### src/hdl/ecst_pkg.sv
// Shared types, codes and constants for the event counter semaphore table.
// No dependencies; the tag scan, count unit and top-level files in hdl/ import this package.
`default_nettype none

package ecst_pkg;

  localparam int SLOTS_DEFAULT = 32;
  localparam int HANDLE_W      = 10;
  localparam int VALUE_W       = 64;
  localparam int BLEN_W        = 12;
  localparam int STATUS_W      = 3;

  // request codes
  localparam logic [1:0] REQ_CREATE = 2'd0;
  localparam logic [1:0] REQ_CLOSE  = 2'd1;
  localparam logic [1:0] REQ_READ   = 2'd2;
  localparam logic [1:0] REQ_WRITE  = 2'd3;

  // status codes
  localparam logic [STATUS_W-1:0] ST_OK      = 3'd0;
  localparam logic [STATUS_W-1:0] ST_INVALID = 3'd1;
  localparam logic [STATUS_W-1:0] ST_UNKNOWN = 3'd2;
  localparam logic [STATUS_W-1:0] ST_RETRY   = 3'd3;
  localparam logic [STATUS_W-1:0] ST_NOSLOT  = 3'd4;

  localparam logic [VALUE_W-1:0] COUNT_MAX = 64'hFFFF_FFFF_FFFF_FFFE;
  localparam logic [VALUE_W-1:0] VALUE_ALL = 64'hFFFF_FFFF_FFFF_FFFF;
  localparam logic [BLEN_W-1:0]  MIN_BLEN  = 12'd8;

  typedef struct packed {
    logic [1:0]          req_type;
    logic [HANDLE_W-1:0] handle;
    logic [VALUE_W-1:0]  value;
    logic                semaphore_mode;
    logic                nonblocking;
    logic [BLEN_W-1:0]   buffer_length;
  } req_t;

  typedef struct packed {
    logic [STATUS_W-1:0] status;
    logic [VALUE_W-1:0]  read_value;
    logic                readable;
  } rsp_t;

  // one counter entry with its mode flags
  typedef struct packed {
    logic               nonblock;
    logic               semaphore;
    logic [VALUE_W-1:0] count;
  } slot_word_t;

  // tag scan results
  typedef struct packed {
    logic done;
    logic hit;
    logic free_ok;
  } scan_status_t;

  // slot allocation commands to the tag store
  typedef struct packed {
    logic set;
    logic clear;
  } slot_cmd_t;

  typedef enum logic [1:0] {
    S_IDLE,
    S_SCAN,
    S_FETCH,
    S_EXEC
  } state_t;

endpackage

`default_nettype wire

### src/hdl/ecst_count_unit.sv
// Counter store (count plus mode flags per slot) and the shared 65-bit adder.
// Depends on ecst_pkg.
`default_nettype none

module ecst_count_unit #(
  parameter int SLOTS = ecst_pkg::SLOTS_DEFAULT,
  localparam int IW = (SLOTS > 1) ? $clog2(SLOTS) : 1
) (
  input  logic                         clk,
  input  logic [IW-1:0]                rd_idx,
  input  logic                         wr_en,
  input  logic [IW-1:0]                wr_idx,
  input  ecst_pkg::slot_word_t         wr_word,
  input  logic [ecst_pkg::VALUE_W-1:0] addend,
  output ecst_pkg::slot_word_t         rd_word,
  output logic [ecst_pkg::VALUE_W:0]   sum
);
  import ecst_pkg::*;

  slot_word_t count_mem [SLOTS];

  always_ff @(posedge clk) begin
    if (wr_en) begin
      count_mem[wr_idx] <= wr_word;
    end
    rd_word <= count_mem[rd_idx];
  end

  // add for writes, add all-ones (decrement) for semaphore reads
  assign sum = {1'b0, rd_word.count} + {1'b0, addend};

endmodule

`default_nettype wire

### config.mk
export PLATFORM = sky130hd
export DESIGN_NAME = ecst_count_unit
export DESIGN_NICKNAME = d
export VERILOG_FILES = /design/src/hdl/ecst_pkg.sv /design/src/hdl/ecst_count_unit.sv
export SDC_FILE = /design/constraint.sdc
export NUM_CORES = 2
export LEC_CHECK = 0
export BUFFER_PORTS_ARGS = -buffer_cell sky130_fd_sc_hd__buf_2
export CAP_MARGIN = 20
export CORE_MARGIN = 8
export CORE_UTILIZATION = 25
export DETAILED_ROUTE_END_ITERATION = 8
export PLACE_DENSITY_LB_ADDON = 0.1
export SLEW_MARGIN = 20
export SYNTH_ARGS = -nofsm -noshare
export SYNTH_HDL_FRONTEND = slang
export SYNTH_SLANG_ARGS = --single-unit
### constraint.sdc
create_clock -name clk -period 8.1 [get_ports clk]
set_clock_uncertainty 0.2 [all_clocks]
set_input_delay 1.215 -clock clk [delete_from_list [all_inputs] [get_ports clk]]
set_output_delay 1.215 -clock clk [all_outputs]
set_load 0.03 [all_outputs]
After elaboration in Yosys (flattened, before gate mapping). Memory sizes are Yosys's and may differ from the RTL's. A register that Yosys moved wholly into a read port is not among the register bits. Cells that the tools add are included.

Add/sub/neg operators: 1. Multiplexer cells: 2.

Operator list (number): 64-bit by 64-bit adder with 65-bit output (1); 1-bit 2-to-1 mux (2).

Logic and storage cells: 4. Bits in registers: 0. Output and inout port bits: 131. Memory bits (writable): 2112. Memories: 1.

Memories: count_mem (words 32, bits a word 66, read ports 1, clocked after memory_dff 1, write ports 1, RTL line ecst_count_unit.sv:20) `slot_word_t count_mem [SLOTS];`.

Longest topological paths before layout.
Depth in word-level cells: 2. Depth in mapped cells: 11. Depth with buffers taken out: 11.

Worst setup path after synthesis. Ideal clock, no wire load.

Path kind: input to register. From: in wr_idx[1]. To: mem count_mem[12][0] (netlist name), enable pin. Library setup time: 0.491 ns. Setup slack: 2.776 ns. Arrival time: 4.633 ns. Stages on the path: 3. Path through: or3b_2 > clkbuf_1 > nor2_1.

RTL lines: from (decl) (RTL line ecst_count_unit.sv:12) `input logic [IW-1:0] wr_idx,`; to (decl) (RTL line ecst_count_unit.sv:20).

Straight into the memory's write port.

Final worst setup path.
From: reg rd_word[25] (netlist name). To: out sum[62] (netlist name).

Longest elaborated chain between the ends: 1.

Ends and longest elaborated chain: 64-bit by 64-bit adder with 65-bit output (RTL line ecst_count_unit.sv:30) `assign sum = {1'b0, rd_word.count} + {1'b0, addend};`; to (decl) (RTL line ecst_count_unit.sv:16) `output logic [ecst_pkg::VALUE_W:0] sum`.

Every way passes these cells.

==> results.cfg <==
[run_status]
outcome = finished clean

[floorplan]
initial_utilization = 0.251
num_rows = 214
io_pins = 273
floorplan.die_area_sq_mm = 0.359
dieHeight_um = 599
floorplan.die.width_um = 599
coreArea_sq_mm = 0.339

[cts]
clock_sinks = 2178
cts_max_path_buffers = 4
cts_repair_resize_count = 0
clockRootBuffer = clkbuf_16
post_cts_hold_buffer_count = 0
htreeDepth = 4
post_cts_repair_setup_buffers = 0
cts.reportedPaths.clkPinSlew_ps = 60
cts_made_buffers = 248
cts_tree = done
clk-insertion-delay-late_ps = 880

[yosys]
synth_xor_area_frac = 0.00618
ys.warnings.count = 0
synth_compound_area_frac = 0.0180
synth_area_per_cell_sq_um = 23.3
netlist.area_leader.share = 0.746
synthMostInstantiatedCell = edfxtp_1
synth.top_cells.by_area = edfxtp_1 (75%), mux4_2 (17%), dfxtp_1 (1.6%)
synth.largest_area_cell = edfxtp_1
synth-main-ff-cell = edfxtp_1
dominant_combinational_cell_family_by_area_after_synthesis = multiplexers
yosysUniqueCellTypes = 77
share_of_the_yosys_chip_area_belonging_to_registers = 0.761
syn-cell-area_sq_mm = 0.0850
adder_cell_share_of_the_synthesized_area = 0.00965
synthesis.instances = 3656
post_synth_most_frequent_cells = edfxtp_1 (2112), mux4_2 (660), clkbuf_1 (100), nor2_1 (69), a21oi_1 (68)
synth-edff-count = 2112
synth-async-reset-ratio = 0
synth_area_in_simple_gates = 0.0118
ys_seq_elements = 2178
net_count_synth = 3863
muxShareOfSynthArea = 0.184

[pwr]
p_int_w = 0.0196
power_frac_comb = 0.098
share_clk_of_total_power = 0.415
swShare = 0.245
sequentialPowerShare = 0.487
power.static_leakage_nw = 31.4
pwr_density_cell_mw_per_mm2 = 258
max-vdd-ir-drop_uv = 168
power_switching_w = 0.00638

[route]
num_vias = 40400
detail_route.first_pass.iterations = 7
detail-route-antenna-nets = 0
average_wire_per_standard_cell_um = 32.3
remaining_drcs = 0
drtIter0Drc = 2911
postRouteWirelength_mm = 286
vias_per_cell = 4.56

[placed_design]
detailed_place.area_sq_mm = 0.0929
dp_hpwl_mm = 160
gp_congestion = 0.764
placement.io_buffers = 272

[cells_and_area]
filler_cell_count = 32900
area.growth.synth_to_final_pct = 18.3
multiInputGateArea_sq_mm = 0.0198
seqCellArea_sq_mm = 0.0647
final_area_sq_mm = 0.101
layout_cells_sized_above_1 = 0.350
nNetsFinal = 4317

[flow_run]
max_cap_viol_count = 0

[sta]
max_slew.worst_pin.slew_ps = 1100
timing.setup.tns_ps = 0
grt_setup_unrepaired = false
hold_violations = 0
final-max-slew-violation-count = 0
post-route-period-util = 0.885
relSlewSlack = 0.265
setup-violations-final = 0
peak_clock_frequency_supported_by_timing_ghz = 0.139
timing.final.crit_period_ps = 7170

[grt]
grt_antenna_before_repair = 39
first_global_vias = 43600
grt_pass1_wl_mm = 388
grt.total_usage = 0.157
grt-ovfl-total = 0
grt_max_degree = 120

[min_path]
worstHoldPathType = in2reg

[worst_setup_path]
crit_path_max_fanout = 6
criticalPathCategory = reg2out
startpoint_type = flip-flop
end_kind = primary output
crit_required_ps = 6680
cp_data_arrival_time_ps = 5760
[state kept, by name (all words and copies together) (netlist names)]
signal / cells
rd_word: 66
count_mem: 2112
[metrics by stage]
stage | cells | setup slack (ps) | utilization | power (W) | hold slack (ps)
5_1_grt | 8858 | 759 | 0.297 | 0.0269 | 567
6_report | 8867 | 929 | 0.297 | 0.0260 | 602
3_3_place_gp | 8391 | 467 | 0.273 | 0.0155 | 688
3_5_place_dp | 8396 | 1130 | 0.274 | 0.0155 | 691
2_1_floorplan | 3656 | 2780 | - | 0.0143 | 665
4_1_cts | 8852 | 585 | 0.296 | 0.0265 | 505
[critical path, stage by stage (launching register included)]
cell	delay, ps
dfxtp_1	810
ha_1	540
a21o_1	360
o21bai_1	410
a31oi_1	850
nor2_1	90
buf_4	210
a211o_1	320
o21ai_1	280
a21oi_2	150
a311oi_1	350
xnor2_1	230
buf_2	260
[power groups by stage]
stage	Clock (W)	Sequential, W	Combinational, W
floorplan	0	0.0129	0.00140
global placement	0	0.0129	0.00261
detailed placement	0	0.0129	0.00261
CTS	0.0112	0.0127	0.00262
global route	0.0116	0.0127	0.00269
finish	0.0108	0.0127	0.00254
[cells in the final DEF (no fill, tap or decap), drive strengths merged, types with 12 or more instances in the layout]
cell type / Yosys / routed
a21o: 40 / 40
a21oi: 71 / 71
buf: 79 / 382
bufinv: 0 / 17
clkbuf: 100 / 320
clkinv: 0 / 109
dfxtp: 66 / 66
diode: 0 / 15
edfxtp: 2112 / 2112
ha: 64 / 64
inv: 15 / 20
mux2: 66 / 66
mux4: 660 / 660
nand2: 49 / 49
nand3: 12 / 12
nand4: 17 / 17
nor2: 69 / 69
nor3: 12 / 12
o21ai: 38 / 38
o21bai: 13 / 13
xnor2: 38 / 38
xor2: 22 / 22
[cells by family after synthesis]
| kind of cell | Yosys count |
|---|---|
| multiplexers | 726 |
| flip-flops | 2178 |
| buffers and inverters | 194 |
| AO/OA/AOI/OAI | 227 |
| XOR/XNOR | 60 |
| AND/OR/NAND/NOR | 206 |
| adder cells (fa/ha/maj) | 65 |
[per-layer routing]
metal	share of wire	global-route usage	up-vias
met5	0.00018	0	-
met4	0.035	0.0502	10
met3	0.034	0.0210	380
met2	0.52	0.283	792
met1	0.41	0.193	22600
li1	-	-	16700
[area by class of cell]
class / instances / area share
Antenna cell: 15 / 0.000373
Clock buffer: 319 / 0.0653
Sequential cell: 2178 / 0.643
Multi-Input combinational cell: 1284 / 0.197
Clock inverter: 137 / 0.0112
Inverter: 15 / 0.000560
Timing Repair Buffer: 383 / 0.0259
Tap cell: 4536 / 0.0564
[worst paths after layout]
check / endpoint / slack [ps] / start / cells after the start
max: sum[62] / 930 / rd_word[25] / 12
min: count_mem[23][34] / 600 / wr_word[34] / 1
max reg2reg: rd_word[7] / 6010 / count_mem[31][7] / 3
min reg2reg: rd_word[32] / 680 / count_mem[4][32] / 3
Power figures use the tool's default switching activity.
