--- config.mk ---
export PLATFORM = sky130hd
export DESIGN_NAME = ecst_tag_scan
export DESIGN_NICKNAME = d
export VERILOG_FILES = /design/src/hdl/ecst_pkg.sv /design/src/hdl/ecst_tag_scan.sv
export SDC_FILE = /design/constraint.sdc
export NUM_CORES = 1
export LEC_CHECK = 0
export BUFFER_PORTS_ARGS = -buffer_cell sky130_fd_sc_hd__buf_4
export CAP_MARGIN = 20
export CORE_ASPECT_RATIO = 1.75
export CORE_MARGIN = 4
export CORE_UTILIZATION = 55
export CTS_BUF_LIST = sky130_fd_sc_hd__clkbuf_2 sky130_fd_sc_hd__clkbuf_4 sky130_fd_sc_hd__clkbuf_8
export DETAILED_ROUTE_END_ITERATION = 6
export MAX_ROUTING_LAYER = met4
export PLACE_DENSITY_LB_ADDON = 0.08
export SYNTH_ARGS = -nofsm -noshare
export SYNTH_HDL_FRONTEND = slang
export SYNTH_SLANG_ARGS = --single-unit
--- constraint.sdc ---
create_clock -name clk -period 5.4 [get_ports clk]
set_input_delay 0.54 -clock clk [delete_from_list [all_inputs] [get_ports clk]]
set_output_delay 0.54 -clock clk [all_outputs]
set_load 0.1 [all_outputs]
--- src/hdl/ecst_pkg.sv ---
// Shared types, codes and constants for the event counter semaphore table.
// No dependencies; the tag scan, count unit and top-level files in hdl/ import this package.
`default_nettype none

package ecst_pkg;

  localparam int SLOTS_DEFAULT = 32;
  localparam int HANDLE_W      = 10;
  localparam int VALUE_W       = 64;
  localparam int BLEN_W        = 12;
  localparam int STATUS_W      = 3;

  // request codes
  localparam logic [1:0] REQ_CREATE = 2'd0;
  localparam logic [1:0] REQ_CLOSE  = 2'd1;
  localparam logic [1:0] REQ_READ   = 2'd2;
  localparam logic [1:0] REQ_WRITE  = 2'd3;

  // status codes
  localparam logic [STATUS_W-1:0] ST_OK      = 3'd0;
  localparam logic [STATUS_W-1:0] ST_INVALID = 3'd1;
  localparam logic [STATUS_W-1:0] ST_UNKNOWN = 3'd2;
  localparam logic [STATUS_W-1:0] ST_RETRY   = 3'd3;
  localparam logic [STATUS_W-1:0] ST_NOSLOT  = 3'd4;

  localparam logic [VALUE_W-1:0] COUNT_MAX = 64'hFFFF_FFFF_FFFF_FFFE;
  localparam logic [VALUE_W-1:0] VALUE_ALL = 64'hFFFF_FFFF_FFFF_FFFF;
  localparam logic [BLEN_W-1:0]  MIN_BLEN  = 12'd8;

  typedef struct packed {
    logic [1:0]          req_type;
    logic [HANDLE_W-1:0] handle;
    logic [VALUE_W-1:0]  value;
    logic                semaphore_mode;
    logic                nonblocking;
    logic [BLEN_W-1:0]   buffer_length;
  } req_t;

  typedef struct packed {
    logic [STATUS_W-1:0] status;
    logic [VALUE_W-1:0]  read_value;
    logic                readable;
  } rsp_t;

  // one counter entry with its mode flags
  typedef struct packed {
    logic               nonblock;
    logic               semaphore;
    logic [VALUE_W-1:0] count;
  } slot_word_t;

  // tag scan results
  typedef struct packed {
    logic done;
    logic hit;
    logic free_ok;
  } scan_status_t;

  // slot allocation commands to the tag store
  typedef struct packed {
    logic set;
    logic clear;
  } slot_cmd_t;

  typedef enum logic [1:0] {
    S_IDLE,
    S_SCAN,
    S_FETCH,
    S_EXEC
  } state_t;

endpackage

`default_nettype wire

--- src/hdl/ecst_tag_scan.sv ---
// Handle tag store with per-slot valid bits and a one-slot-per-cycle scanner.
// Depends on ecst_pkg.
`default_nettype none

module ecst_tag_scan #(
  parameter int SLOTS = ecst_pkg::SLOTS_DEFAULT,
  localparam int IW = (SLOTS > 1) ? $clog2(SLOTS) : 1
) (
  input  logic                          clk,
  input  logic                          rst,
  input  logic                          start,
  input  logic [ecst_pkg::HANDLE_W-1:0] handle,
  input  ecst_pkg::slot_cmd_t           cmd,
  input  logic [IW-1:0]                 cmd_idx,
  output ecst_pkg::scan_status_t        status,
  output logic [IW-1:0]                 hit_idx,
  output logic [IW-1:0]                 free_idx
);
  import ecst_pkg::*;

  localparam logic [IW-1:0] LAST = IW'(SLOTS - 1);

  logic [HANDLE_W-1:0] tag_mem [SLOTS];
  logic [HANDLE_W-1:0] tag_q;
  logic [SLOTS-1:0]    slot_valid;
  logic                issue;
  logic [IW-1:0]       scan_idx;
  logic                cmp_v;
  logic [IW-1:0]       cmp_idx;
  logic                match;
  logic                empty;

  // tag memory: write on allocation, registered read at the scan address
  always_ff @(posedge clk) begin
    if (cmd.set) begin
      tag_mem[cmd_idx] <= handle;
    end
    tag_q <= tag_mem[scan_idx];
  end

  always_ff @(posedge clk) begin
    if (rst) begin
      slot_valid <= '0;
    end else begin
      if (cmd.set) begin
        slot_valid[cmd_idx] <= 1'b1;
      end
      if (cmd.clear) begin
        slot_valid[cmd_idx] <= 1'b0;
      end
    end
  end

  // address sequencer
  always_ff @(posedge clk) begin
    if (rst) begin
      issue <= 1'b0;
      cmp_v <= 1'b0;
    end else begin
      cmp_v <= issue;
      if (start) begin
        issue <= 1'b1;
      end else if (issue && scan_idx == LAST) begin
        issue <= 1'b0;
      end
    end
  end

  always_ff @(posedge clk) begin
    if (start) begin
      scan_idx <= '0;
    end else if (issue && scan_idx != LAST) begin
      scan_idx <= scan_idx + 1'b1;
    end
    cmp_idx <= scan_idx;
  end

  // shared tag comparator, one slot per cycle
  assign match = cmp_v && slot_valid[cmp_idx] && (tag_q == handle);
  assign empty = cmp_v && !slot_valid[cmp_idx];

  always_ff @(posedge clk) begin
    if (rst) begin
      status <= '0;
    end else begin
      status.done <= cmp_v && (cmp_idx == LAST);
      if (start) begin
        status.hit     <= 1'b0;
        status.free_ok <= 1'b0;
      end else begin
        if (match) begin
          status.hit <= 1'b1;
        end
        if (empty) begin
          status.free_ok <= 1'b1;
        end
      end
    end
  end

  // keep the lowest matching and lowest free slot
  always_ff @(posedge clk) begin
    if (match && !status.hit) begin
      hit_idx <= cmp_idx;
    end
    if (empty && !status.free_ok) begin
      free_idx <= cmp_idx;
    end
  end

endmodule

`default_nettype wire

Word-level counts from Yosys, hierarchy flattened
Memories as Yosys holds them, arrays and structs flattened. A register that Yosys moved wholly into a read port is not among the register bits.
Cells that the tools add are included.
- memories: 1
- bits in writable memories: 320
- input bits: 20
- word-level logic and storage cells: 47
- bits in registers: 57
- bitwise logic cells: 3
- muxes and demuxes: 11
- magnitude comparators: 3
- reduce and logical (&&, ||, !) cells: 14
- equality and inequality tests: 4
- add/sub/neg operators: 1
- memories (name ; depth ; width ; read ports ; clocked after memory_dff ; write ports ; line ; RTL):
    tag_mem ; 32 ; 10 ; 1 ; 1 ; 1 ; ecst_tag_scan.sv:23 ; logic [HANDLE_W-1:0] tag_mem [SLOTS];
- operators by type and width (kind ; number):
    $mux 32 ; 3
    $and 32x32->32 ; 1
    $not 32->32 ; 1
    $or 32x32->32 ; 1
    $lt 5x6->1 const B ; 2
    $eq 10x10->1 ; 1
    $eq 5x5->1 const B ; 2
    $logic_and 1x1->1 ; 9
    $mux 1 ; 6
    $add 5x1->5 const B ; 1
    $bmux 1 s5 ; 1
    $demux 1 s5 ; 1
    $ge 5x1->1 const B ; 1
    $ne 5x5->1 const B ; 1
    $logic_not 1->1 ; 3
    $reduce_bool 2->1 ; 1
    $reduce_or 2->1 ; 1

Longest topological paths before layout
- depth after elaboration: 9
- depth in mapped cells: 9
- gate-level depth less buffers: 7

Worst setup path before layout
Ideal clock, no wire load.
- path kind: flip-flop to flip-flop
- start point: reg cmp_idx[0]
- end point: reg free_idx[0] (enable)
- stages on the path, launching flop included: 7
- data arrival time: 1.967 ns
- setup time: 0.375 ns
- period minus slack after synthesis: 2.343 ns
- required time: 5.025 ns
- setup slack: 3.057 ns
- cell sequence: dfxtp_1 buf_2 mux4_2 mux2_2 nand3_1 nand4_1 nor3b_1
- longest elaborated chain between the ends: 5
- RTL lines (element ; line ; RTL):
    start: declaration ; ecst_tag_scan.sv:29 ; logic [IW-1:0] cmp_idx;
    start signal: assignment ; ecst_tag_scan.sv:75 ; cmp_idx <= scan_idx;
    $bmux 1 s5 ; ecst_tag_scan.sv:80 ; assign empty = cmp_v && !slot_valid[cmp_idx];
    $mux 1 (implied by the code) ; ecst_tag_scan.sv:80 ;
    $logic_not 1->1 ; ecst_tag_scan.sv:80 ;
    $logic_and 1x1->1 ; ecst_tag_scan.sv:80 ;
    $logic_and 1x1->1 ; ecst_tag_scan.sv:106 ; if (empty && !status.free_ok) begin
    end signal: assignment ; ecst_tag_scan.sv:107 ; free_idx <= cmp_idx;
    end: declaration ; ecst_tag_scan.sv:17 ; output logic [IW-1:0] free_idx
No other way between the ends. The select of a mux whose other input is x is not followed.
A chain may end at the register's enable or synchronous reset.

Final worst setup path
- start point: reg cmp_idx[2]
- end point: reg free_idx[4] (enable)
Same word-level chain as after synthesis.

==> flow_summary.json <==
{
  "synth_nets": 758,
  "cp_slowest_cell": "dfxtp_1",
  "die_area_mm2": 0.0298,
  "wl_mm": 34.1,
  "first_global_vias": 7774,
  "die_y_um": 225,
  "clock_latency_ns": 0.60,
  "postCtsHoldBufs": 0,
  "arrival_ns": 3.04,
  "critPathMaxFanout": 15,
  "p_total_uw": 5920,
  "setup.worst_path.class": "flip-flop to flip-flop",
  "cts_tree": "done",
  "mostFrequentLayoutCell": "edfxtp_1",
  "cp-end-kind": "flip-flop",
  "grtUsageMet3_pct": 4.09,
  "drv_slew": 0,
  "clockBufferDepth": 3,
  "path_clk_slew_ns": 0.07,
  "cts_setup_buffers": 0,
  "io_buffers": 32,
  "syn_to_final_growth_pct": 11.8,
  "layout_common_cells": "330 x edfxtp_1, 104 x mux4_2, 60 x clkbuf_8, 58 x nor2_1, 53 x dfxtp_1",
  "cts_buffers": 54,
  "period_needed_ns": 2.80,
  "antenna_left": 0,
  "drc_errors": 0,
  "yosysSeqAreaShare_pct": 74.5,
  "finalSetupViolations": 0,
  "worstMarginPinSlew_ns": 1.09,
  "place.gp.congestion": 0.837,
  "die_w_um": 132,
  "firstDrtPassIters": 4,
  "synth_cell_type_count": 34,
  "antenna_found_initial": 2,
  "start_util_pct": 55.8,
  "drive_gt1_share_pct": 33.0,
  "num_vias": 7341,
  "worst_setup_path_start_kind": "flip-flop",
  "use_met1_pct": 29.8,
  "post_cts_resized": 0,
  "cts-root-buf": "clkbuf_8",
  "hold_path.class": "primary input to flip-flop",
  "synth_cells": 736,
  "post-dp-hpwl_mm": 20.4,
  "grt_usage_pct": 24.6,
  "h-tree-depth": 2,
  "maxCapViolations": 0,
  "grt_max_degree": 79,
  "overflow": 0,
  "yosys_warnings": 0,
  "finClkSkew_ns": 0.0239,
  "num_io_pins": 33,
  "routedWlPerCell_um": 29.2,
  "final_net_count": 823,
  "ys_seq_elements": 387,
  "grt_pass1_wl_mm": 51.1,
  "drt_iter0_markers": 523,
  "synth_area_mm2": 0.0148,
  "fin_setup_tns_ns": 0,
  "use_met2_pct": 41.9,
  "leakage_uw": 0.00513,
  "avgSynthCellArea_um2": 20.2,
  "cts.sinks": 387,
  "fmax_mhz": 357,
  "vias_per_cell": 6.27,
  "outcome": "completed",
  "path_cells": "mux4_2 > mux2_2 > nand3_1 > nand4_1 > nor3b_1",
  "required_ns": 5.63,
  "place_inst": 1068,
  "num_rows": 79,
  "slew_headroom_pct": 27.2,
  "cpPeakStageDelay_ns": 0.84,
  "vdd_ir_drop_max_mv": 0.275,
  "core_mm2": 0.0266,
  "finish.utilization_pct": 62.3,
  "top_usage_layer": "met2",
  "stdcell_count": 1171,
  "rsz0062_at_grt": "no",
  "hold_viol": 0,
  "timing.final.crit_share_pct": 51.9,
  "power_density_mw_per_mm2": 357
}
[through the flow]
step                worst slack, ns  cell area [um^2]  hold slack, ns
floorplan                      3.06             14800           0.326
global placement               2.61             15500           0.442
detailed placement             2.57             15500           0.442
CTS                            2.57             16600           0.143
global route                   2.38             16600           0.172
finish                         2.60             16600           0.180
[registers in the layout (all words and copies together), names as in the netlist]
register    cells
slot_valid     32
status          3
tag_q          10
cmp_v           1
issue           1
tag_mem       320
cmp_idx         5
scan_idx        5
free_idx        5
hit_idx         5
[where the power goes]
part	switching [uW]	internal [uW]	total (uW)
Combinational	185	166	352
Sequential	35.1	3290	3320
Clock	1080	1170	2250
Total	1300	4620	5920
[cell usage after synthesis]
library cell / instances / area [um^2]
edfxtp_1: 330 / 9910
mux4_2: 104 / 2340
nor2_1: 78 / 293
dfxtp_1: 57 / 1140
a211oi_1: 32 / 240
clkbuf_1: 22 / 82.6
nand2_1: 13 / 48.8
mux2_2: 12 / 135
xnor2_1: 11 / 96.3
mux2i_1: 10 / 100
nand3_1: 7 / 35.0
buf_2: 6 / 30.0
buf_4: 5 / 37.5
nand4_1: 5 / 31.3
buf_1: 4 / 15.0
nand3b_1: 4 / 30.0
nor2b_1: 4 / 25.0
nor3b_1: 4 / 30.0
and3_1: 3 / 18.8
nor3_1: 3 / 15.0
a22oi_1: 2 / 15.0
a311oi_1: 2 / 17.5
and2_1: 2 / 12.5
and3b_1: 2 / 17.5
ha_1: 2 / 25.0
o21ai_0: 2 / 10.0
or3b_2: 2 / 17.5
xor2_1: 2 / 17.5
and4_1: 1 / 8.76
buf_6: 1 / 11.3
clkbuf_2: 1 / 5.00
inv_1: 1 / 3.75
or2_2: 1 / 6.26
or3_1: 1 / 6.26
[per-layer routing]
layer  share of wire [%]  up-vias
met1                  37     3851
met5                   0        -
met2                  54      273
li1                    -     3147
met3                 5.7       70
met4                 3.1        0
[path summary, 6_finish.rpt]
kind | slack [ns] | cells after the start | from | to
max | 2.60 | 5 | cmp_idx[2] | free_idx[4]
min | 0.18 | 2 | start | scan_idx[0]
max reg2reg | 2.60 | 5 | cmp_idx[2] | free_idx[4]
min reg2reg | 0.45 | 0 | scan_idx[0] | cmp_idx[0]
[final cells by class]
| type | count | area (um^2) |
|---|---|---|
| diodes | 1 | 2.50 |
| clock buffers | 73 | 923 |
| clock inverters | 28 | 163 |
| fillers | 1856 | 10000 |
| inverters | 1 | 3.75 |
| multi-input cells | 309 | 3640 |
| flip-flops and latches | 387 | 11100 |
| well taps | 324 | 405 |
| repair buffers | 48 | 370 |
[critical path, delay by kind of cell (launching register included)]
family	cells	cell delay (ns)
flops	1	0.84
simple gates	3	0.89
mux	2	0.71
[logic make-up after synthesis]
kind of cell	count (synthesis)	share of synthesized area, %
buf+inv	40	1.25
flops	387	74.5
compound gates	38	1.91
simple gates	130	4.02
fa+ha+maj	2	0.169
xor+xnor	13	0.768
mux	126	17.4
Power figures use the tool's default switching activity.
